[src/rtl/lz77te_pkg.sv]
// Shared types and field widths for the LZ77 triple encoder.
`timescale 1ns / 1ps

package lz77te_pkg;

	localparam int BYTE_W = 8;
	localparam int OFF_W  = 6;
	localparam int LEN_W  = 4;

	typedef logic [BYTE_W-1:0] byte_t;

	// Broadcast control to every cell of the window row.
	typedef struct packed {
		logic load;   // copy window byte into probe, arm the match flag
		logic step;   // compare probe with reference, shift probe left
		logic slide;  // shift window byte left
	} cell_ctl_t;

endpackage

[src/rtl/lz77te_cell.sv]
// One window position: window byte, shifting probe byte and match flag.
`timescale 1ns / 1ps

module lz77te_cell import lz77te_pkg::*; (
	input  logic      clk,
	input  logic      arst_n,
	input  cell_ctl_t ctl,
	input  logic      wr_en,
	input  byte_t     wr_data,
	input  byte_t     win_right,
	input  byte_t     probe_right,
	input  byte_t     ref_byte,
	output byte_t     win,
	output byte_t     probe,
	output logic      alive
);

	byte_t win_q;
	byte_t probe_q;
	logic  alive_q;

	always_ff @(posedge clk) begin
		if (wr_en) begin
			win_q <= wr_data;
		end else if (ctl.slide) begin
			win_q <= win_right;
		end
		if (ctl.load) begin
			probe_q <= win_q;
		end else if (ctl.step) begin
			probe_q <= probe_right;
		end
	end

	always_ff @(posedge clk or negedge arst_n) begin
		if (!arst_n) begin
			alive_q <= 1'b0;
		end else if (ctl.load) begin
			alive_q <= 1'b1;
		end else if (ctl.step) begin
			alive_q <= alive_q & (probe_q == ref_byte);
		end
	end

	assign win   = win_q;
	assign probe = probe_q;
	assign alive = alive_q;

endmodule

[src/rtl/lz77te_ffs.sv]
// Registered binary tree that finds the lowest set bit of a vector.
`timescale 1ns / 1ps

module lz77te_ffs #(
	parameter int N = 32
) (
	input  logic                 clk,
	input  logic [N-1:0]         leaves,
	output logic                 found,
	output logic [$clog2(N)-1:0] index
);

	localparam int LG = $clog2(N);
	localparam int P2 = 1 << LG;

	logic          node_v [1:2*P2-1];
	logic [LG-1:0] node_i [1:2*P2-1];
	logic          nv_q   [1:P2-1];
	logic [LG-1:0] ni_q   [1:P2-1];

	always_comb begin
		for (int i = 1; i < P2; i++) begin
			node_v[i] = nv_q[i];
			node_i[i] = ni_q[i];
		end
		for (int i = P2; i < 2*P2; i++) begin
			node_i[i] = LG'(i - P2);
			if (i - P2 < N) begin
				node_v[i] = leaves[i - P2];
			end else begin
				node_v[i] = 1'b0;
			end
		end
	end

	// Each node takes its left child when that one has a hit, else its right.
	always_ff @(posedge clk) begin
		for (int i = 1; i < P2; i++) begin
			nv_q[i] <= node_v[2*i] | node_v[2*i+1];
			ni_q[i] <= node_v[2*i] ? node_i[2*i] : node_i[2*i+1];
		end
	end

	assign found = nv_q[1];
	assign index = ni_q[1];

endmodule

[src/rtl/lz77_triple_encoder.sv]
// Top level of the streaming LZ77 triple encoder.
`timescale 1ns / 1ps

// Streaming LZ77 encoder. The first SEARCH_SIZE bytes of a stream come back
// as literal tokens and prime the search window; later bytes collect in the
// lookahead, and once it holds LOOKAHEAD_SIZE bytes (or the last byte has
// arrived, in which case it drains fully) the block emits (offset, length,
// next byte) triples, longest match first-start-wins, and slides the window
// by length+1. The row of cells walks the lookahead one byte a cycle, the
// lowest matching start is found by a registered tree of clog2(SEARCH_SIZE)
// levels, and the window then slides one byte a cycle. One request is in
// work at a time; a new byte is taken while a finished token still waits at
// the output. The window needs no clearing after reset: priming writes it
// before use.
module lz77_triple_encoder import lz77te_pkg::*; #(
	parameter int SEARCH_SIZE    = 32,
	parameter int LOOKAHEAD_SIZE = 16
) (
	input  logic             clk,
	input  logic             arst_n,
	input  logic             data_valid,
	output logic             data_ready,
	input  logic [7:0]       data_byte,
	input  logic             is_last,
	output logic             token_valid,
	input  logic             token_ready,
	output logic             is_literal,
	output logic [OFF_W-1:0] match_offset,
	output logic [LEN_W-1:0] match_length,
	output logic [7:0]       next_char,
	output logic             final_token
);

	localparam int S  = SEARCH_SIZE;
	localparam int L  = LOOKAHEAD_SIZE;
	localparam int NC = S + L;
	localparam int AW = $clog2(NC);
	localparam int PW = $clog2(S + 1);
	localparam int FW = $clog2(L + 1);
	localparam int LW = $clog2(L);
	localparam int LG = $clog2(S);
	localparam int OW = $clog2(S + 1);

	localparam logic [2:0] ST_IDLE  = 3'd0;
	localparam logic [2:0] ST_PUSH  = 3'd1;
	localparam logic [2:0] ST_START = 3'd2;
	localparam logic [2:0] ST_CMP   = 3'd3;
	localparam logic [2:0] ST_SLIDE = 3'd4;

	logic [2:0]    state_q;
	logic [PW-1:0] primed_q;
	logic [FW-1:0] fill_q;
	logic          last_q;
	logic [LW-1:0] cap_q;
	logic [LW-1:0] step_q;
	logic [LW-1:0] best_q;
	logic [LG-1:0] start_q;
	logic [LW-1:0] slide_q;
	logic          tag_v_q [0:LG];
	logic [LW-1:0] tag_q   [0:LG];

	// pending token, moved to the output register when that frees up
	logic             tok_lit_q;
	logic [OFF_W-1:0] tok_off_q;
	logic [LEN_W-1:0] tok_len_q;
	byte_t            tok_char_q;
	logic             tok_fin_q;
	logic             out_valid_q;

	logic          accept;
	logic          priming;
	logic          out_free;
	logic          tags_busy;
	logic          do_step;
	logic [AW-1:0] wr_idx;
	logic [FW-1:0] fill_inc;
	logic [FW-1:0] fill_rem;
	logic [OW-1:0] off_full;
	cell_ctl_t     ctl;

	byte_t         win_w   [NC];
	byte_t         probe_w [NC];
	logic [S-1:0]  alive_w;
	logic          hit;
	logic [LG-1:0] hit_idx;

	assign data_ready = (state_q == ST_IDLE);
	assign accept     = data_valid && data_ready;
	assign priming    = (primed_q < PW'(S));
	assign out_free   = !out_valid_q || token_ready;
	assign do_step    = (state_q == ST_CMP) && (step_q < cap_q);
	assign fill_inc   = fill_q + FW'(1);
	assign fill_rem   = fill_q - FW'(best_q) - FW'(1);
	assign off_full   = OW'(S) - OW'(start_q);
	assign wr_idx     = priming ? AW'(primed_q) : AW'(S) + AW'(fill_q);

	always_comb begin
		tags_busy = 1'b0;
		for (int i = 0; i <= LG; i++) begin
			tags_busy = tags_busy | tag_v_q[i];
		end
	end

	always_comb begin
		ctl.load  = (state_q == ST_START);
		ctl.step  = do_step;
		ctl.slide = (state_q == ST_SLIDE);
	end

	// Row of window cells; cell S carries the lookahead reference byte.
	for (genvar g = 0; g < NC; g++) begin : g_cell
		byte_t win_r;
		byte_t probe_r;
		if (g < NC - 1) begin : g_mid
			assign win_r   = win_w[g+1];
			assign probe_r = probe_w[g+1];
		end else begin : g_end
			assign win_r   = '0;
			assign probe_r = '0;
		end
		if (g < S) begin : g_search
			lz77te_cell u_cell (
				.clk         (clk),
				.arst_n      (arst_n),
				.ctl         (ctl),
				.wr_en       (accept && (wr_idx == AW'(g))),
				.wr_data     (data_byte),
				.win_right   (win_r),
				.probe_right (probe_r),
				.ref_byte    (probe_w[S]),
				.win         (win_w[g]),
				.probe       (probe_w[g]),
				.alive       (alive_w[g])
			);
		end else begin : g_look
			lz77te_cell u_cell (
				.clk         (clk),
				.arst_n      (arst_n),
				.ctl         (ctl),
				.wr_en       (accept && (wr_idx == AW'(g))),
				.wr_data     (data_byte),
				.win_right   (win_r),
				.probe_right (probe_r),
				.ref_byte    (probe_w[S]),
				.win         (win_w[g]),
				.probe       (probe_w[g]),
				.alive       ()
			);
		end
	end

	lz77te_ffs #(.N(S)) u_ffs (
		.clk    (clk),
		.leaves (alive_w),
		.found  (hit),
		.index  (hit_idx)
	);

	// Step tags follow the match flags through the tree, so each root result
	// is paired with the match length it stands for.
	always_ff @(posedge clk or negedge arst_n) begin
		if (!arst_n) begin
			for (int i = 0; i <= LG; i++) begin
				tag_v_q[i] <= 1'b0;
			end
		end else begin
			tag_v_q[0] <= do_step;
			for (int i = 1; i <= LG; i++) begin
				tag_v_q[i] <= tag_v_q[i-1];
			end
		end
	end

	always_ff @(posedge clk) begin
		tag_q[0] <= step_q + LW'(1);
		for (int i = 1; i <= LG; i++) begin
			tag_q[i] <= tag_q[i-1];
		end
	end

	// Main sequencer.
	always_ff @(posedge clk or negedge arst_n) begin
		if (!arst_n) begin
			state_q  <= ST_IDLE;
			primed_q <= '0;
			fill_q   <= '0;
			last_q   <= 1'b0;
		end else begin
			case (state_q)
				ST_IDLE: begin
					if (accept) begin
						if (priming) begin
							primed_q <= is_last ? '0 : primed_q + PW'(1);
							state_q  <= ST_PUSH;
						end else begin
							fill_q  <= fill_inc;
							last_q  <= is_last;
							// encode once full, or drain after the last byte
							if (is_last || fill_inc == FW'(L)) begin
								state_q <= ST_START;
							end
						end
					end
				end
				ST_START: begin
					state_q <= ST_CMP;
				end
				ST_CMP: begin
					if (!do_step && !tags_busy) begin
						state_q <= ST_SLIDE;
					end
				end
				ST_SLIDE: begin
					if (slide_q == best_q) begin
						fill_q <= fill_rem;
						if (last_q && fill_rem == '0) begin
							primed_q <= '0;
						end
						state_q <= ST_PUSH;
					end
				end
				ST_PUSH: begin
					if (out_free) begin
						if (!tok_lit_q && last_q && fill_q != '0) begin
							state_q <= ST_START;
						end else begin
							state_q <= ST_IDLE;
						end
					end
				end
				default: begin
					state_q <= ST_IDLE;
				end
			endcase
		end
	end

	// Datapath registers of the sequencer.
	always_ff @(posedge clk) begin
		if (accept && priming) begin
			tok_lit_q  <= 1'b1;
			tok_off_q  <= '0;
			tok_len_q  <= '0;
			tok_char_q <= data_byte;
			tok_fin_q  <= is_last;
		end
		if (state_q == ST_START) begin
			cap_q   <= LW'(fill_q - FW'(1));
			step_q  <= '0;
			best_q  <= '0;
			start_q <= '0;
			slide_q <= '0;
		end
		if (do_step) begin
			step_q <= step_q + LW'(1);
		end
		// flags only shrink, so the last step with a hit gives the longest match
		if (state_q == ST_CMP && tag_v_q[LG] && hit) begin
			best_q  <= tag_q[LG];
			start_q <= hit_idx;
		end
		if (state_q == ST_SLIDE) begin
			slide_q <= slide_q + LW'(1);
			if (slide_q == best_q) begin
				tok_lit_q  <= 1'b0;
				tok_off_q  <= (best_q == '0) ? '0 : OFF_W'(off_full);
				tok_len_q  <= LEN_W'(best_q);
				tok_char_q <= win_w[S];
				tok_fin_q  <= last_q && (fill_rem == '0);
			end
		end
	end

	// Output register: hold until taken.
	always_ff @(posedge clk or negedge arst_n) begin
		if (!arst_n) begin
			out_valid_q <= 1'b0;
		end else if (state_q == ST_PUSH && out_free) begin
			out_valid_q <= 1'b1;
		end else if (token_ready) begin
			out_valid_q <= 1'b0;
		end
	end

	always_ff @(posedge clk) begin
		if (state_q == ST_PUSH && out_free) begin
			is_literal   <= tok_lit_q;
			match_offset <= tok_off_q;
			match_length <= tok_len_q;
			next_char    <= tok_char_q;
			final_token  <= tok_fin_q;
		end
	end

	assign token_valid = out_valid_q;

endmodule

[config.mk]
export PLATFORM = sky130hd
export DESIGN_NAME = lz77_triple_encoder
export DESIGN_NICKNAME = d
export VERILOG_FILES = /design/src/rtl/lz77te_pkg.sv /design/src/rtl/lz77te_cell.sv /design/src/rtl/lz77te_ffs.sv /design/src/rtl/lz77_triple_encoder.sv
export SDC_FILE = /design/constraint.sdc
export NUM_CORES = 2
export LEC_CHECK = 0
export BUFFER_PORTS_ARGS = -buffer_cell sky130_fd_sc_hd__buf_2
export CAP_MARGIN = 20
export CORE_MARGIN = 4
export CORE_UTILIZATION = 57
export DETAILED_ROUTE_END_ITERATION = 16
export PLACE_DENSITY = 0.85
export REMOVE_ABC_BUFFERS = 1
export SLEW_MARGIN = 20
export SYNTH_ARGS = -nofsm -noshare
export SYNTH_HDL_FRONTEND = slang
export SYNTH_SLANG_ARGS = --single-unit
[constraint.sdc]
create_clock -name clk -period 9.85 [get_ports clk]
set_input_delay 0.4925 -clock clk [delete_from_list [all_inputs] [get_ports clk]]
set_output_delay 0.4925 -clock clk [all_outputs]
set_load 0.01 [all_outputs]
==> metrics.csv <==
stage;metric;value;unit
cts;# Post-CTS Setup Buffers;0;
sta;pin slew with the least headroom to its limit;1420;ps
worst_setup_path;crit path cell chain;nor2_1, nand2_4, buf_4, inv_8, buf_12, nand2_1, nand2_1;
cts;H-Tree Depth;3;
drt;DR iter-0 viols;2972;
floorplanning;starting density of the core;0.576;
finish;Total Nets Final;3570;
flow_run;Max-cap violations;0;
power;P_leak;18.5;nW
cts;Reg clk slew, reported paths;60;ps
placement;HPWL Detailed;58.3;mm
sta;RSZ-0062 raised after global routing;false;
logic_synthesis;asr flop ratio synth;0.0543;
logic_synthesis;multiplexer share of the synthesized area;0.106;
logic_synthesis;most frequent cell after synthesis;nand2_1;
floorplanning;DIE HEIGHT;286;µm
grt;first-pass GRT wire length;154;mm
drt;routed wl met2;48.9;mm
grt;largest net degree at the start of global routing;221;
worst_setup_path;CP max stage cell;inv_8;
cts;Worst-Skew Late Latency;670;ps
sta;Max Clock Skew;47.6;ps
logic_synthesis;Mapped Cells;3587;
outcome;status;finished clean;
floorplanning;die area;0.0816;mm²
placement;placement-stage cell area;0.0448;mm²
cts;CTS Sinks;995;
logic_synthesis;Syn. warnings;0;
floorplanning;Boundary Pins;35;
logic_synthesis;combinational family with the most area after synthesis;simple AND/OR/NAND/NOR gates;
drt;DRC errors left;0;
sta;slew margin rel.;0.0546;
worst_hold_path;hold crit path type;input pin to async pin;
floorplanning;floorplan row count;101;
floorplanning;Core ar.;0.0762;mm²
worst_setup_path;Slowest Stage Delay on Critical Path;740;ps
drt;DRT antenna net count;0;
floorplanning;die width;286;µm
grt;gr usage total;0.239;
grt;vias in the first global route;27500;
sta;Max Freq;224;MHz
finish;area delta synth->final;9.27;%
drt;final WL;98.6;mm
drt;Via density;5.82;
cts;CTS resizes;0;
logic_synthesis;Synth Register Bits;995;
drt;Pre-antenna DRT Iters;8;
cts;CTS max path bufs;3;
placement;port bufs;34;
logic_synthesis;complex-gate fraction of the synthesized area;0.0173;
logic_synthesis;synth top area cells;edfxtp_1 (55%), nand2_1 (10%), mux2_2 (10%), dfxtp_1 (6.0%), dfrtp_1 (3.1%);
power;Peak VDD IR;0.334;mV
worst_setup_path;CP required;10390;ps
cts;TritonCTS clock tree;done;
logic_synthesis;synth cell count leaders;nand2_1 (1,204), edfxtp_1 (809), mux2_2 (392);
power;Power Total;16.1;mW
logic_synthesis;Synth area leader;edfxtp_1;
logic_synthesis;Adder-Cell Fraction of Synth Area;0.00444;
finish;design area;0.0480;mm²
sta;endpoints failing hold;0;
logic_synthesis;EDFF count, synth;809;
logic_synthesis;Yosys top cell area share;0.553;
finish;layout cell share with drive strength beyond 1;0.195;
grt;Congestion Overflow GR;0;
drt;Vias;27100;
worst_setup_path;Setup CP Type;flip-flop to flip-flop;
worst_setup_path;crit path DAT;5010;ps
worst_setup_path;CP Max Fanout;220;
drt;M1 WL;38.6;mm
sta;crit share post-route;0.454;
logic_synthesis;simple-gate share of the synthesized area;0.148;
drt;routed len/inst;21.2;µm
logic_synthesis;Unique masters post-synth;62;
worst_setup_path;CP endpoint kind;flip-flop;
placement;Cells after DPL;4474;
drt;highest metal used;met4;
cts;CTS buffer count;95;
cts;CTS root buf;clkbuf_16;
logic_synthesis;Synth Cell Area;0.0439;mm²
worst_setup_path;Crit path top cell by count;nand2_1;
logic_synthesis;Post-Synth XOR/XNOR Area;0.0544;
finish;Final Non-Filler Cells;4653;
worst_setup_path;crit start category;flip-flop;
sta;final slew viol count;0;
power;Pwr Density;335;mW/mm²
logic_synthesis;Seq/Total Area, Yosys;0.644;
cts;hold buffer count at CTS;0;
sta;fin crit period;4470;ps
placement;routability congestion estimate;0.834;
grt;initial antenna violation count;1;
sta;final setup vio count;0;
logic_synthesis;syn avg cell area;12.2;µm²
logic_synthesis;Synth Flop Type;edfxtp_1;
drt;met3 WL;8.01;mm
-- stage by stage --
stage | hold slack (ps) | setup WS, ps | util | setup TNS [ps]
global route | 92.4 | 5290 | 0.630 | 0
detailed placement | 313 | 5660 | 0.588 | 0
floorplan | 197 | -14300 | - | -7617780
global placement | 312 | 5810 | 0.588 | 0
CTS | 39.3 | 5580 | 0.629 | 0
finish | 32.5 | 5380 | 0.630 | 0
-- state kept, by name (all words and copies together), names as in the netlist, 24 cells and up --
signal / flops
g_cell.g_look.u_cell.probe: 128
g_cell.g_look.u_cell.win: 128
g_cell.g_search.u_cell.alive: 32
g_cell.g_search.u_cell.probe: 256
g_cell.g_search.u_cell.win: 256
tag_q: 24
u_ffs.ni_q: 57
u_ffs.nv_q: 31
-- report_power, final --
part | total [mW] | switching [mW] | leakage (nW) | internal (mW)
Clock | 3.71 | 1.58 | 1.55 | 2.12
Sequential | 7.63 | 0.876 | 9.19 | 6.75
Combinational | 4.75 | 3.14 | 7.79 | 1.61
-- worst max-delay path: cells and delay by family (launching register included) --
| kind | cells | cell delay (ps) |
|---|---|---|
| buffers and inverters | 3 | 1940 |
| AND/OR/NAND/NOR | 4 | 1420 |
| flip-flops | 1 | 490 |
-- cell type report --
type	instances	area (µm²)
Antenna cell	2	5.00
Clock inverter	46	473
Clock buffer	130	2710
Tap cell	1030	1290
Inverter	50	195
Sequential cell	995	28300
Fill cell	5319	28200
Multi-Input combinational cell	2324	14500
Timing Repair Buffer	76	531
-- layout by cell type (no fill, tap or decap), types with 49 or more instances in the layout --
cell	instances
nand2_1	1202
dfrtp_1	54
o21ai_0	55
xnor2_1	131
or2_2	52
clkbuf_16	101
mux2_2	392
inv_1	49
dfxtp_1	132
xor2_1	142
edfxtp_1	809
-- worst paths after layout --
check	from	to	slack, ps	cells after the start
min in group clk	is_last	last_q	120	3
max in group asynchronous	arst_n	state_q[0]	9220	2
min reg2reg	tag_q[1][3]	tag_q[2][3]	330	0
min	arst_n	g_cell[5].g_search.u_cell.alive	30	2
max reg2reg	state_q[0]	g_cell[15].g_search.u_cell.probe[0]	5380	7
max	state_q[0]	g_cell[15].g_search.u_cell.probe[0]	5380	7
-- cells by family after synthesis --
| logic type | count (synthesis) |
|---|---|
| AOI/OAI and AO/OA | 126 |
| xor gates and xnor gates | 273 |
| adders and majority gates | 15 |
| buffers and inverters | 268 |
| DFF | 995 |
| muxes | 413 |
| and+or+nand+nor | 1497 |
-- metal layers --
layer / up-vias / track usage
li1: 12200 / -
met1: 13300 / 0.320
met2: 1285 / 0.402
met3: 251 / 0.0390
met4: 0 / 0.0821
met5: - / 0
Note: power is estimated with default switching activity, not from simulation.
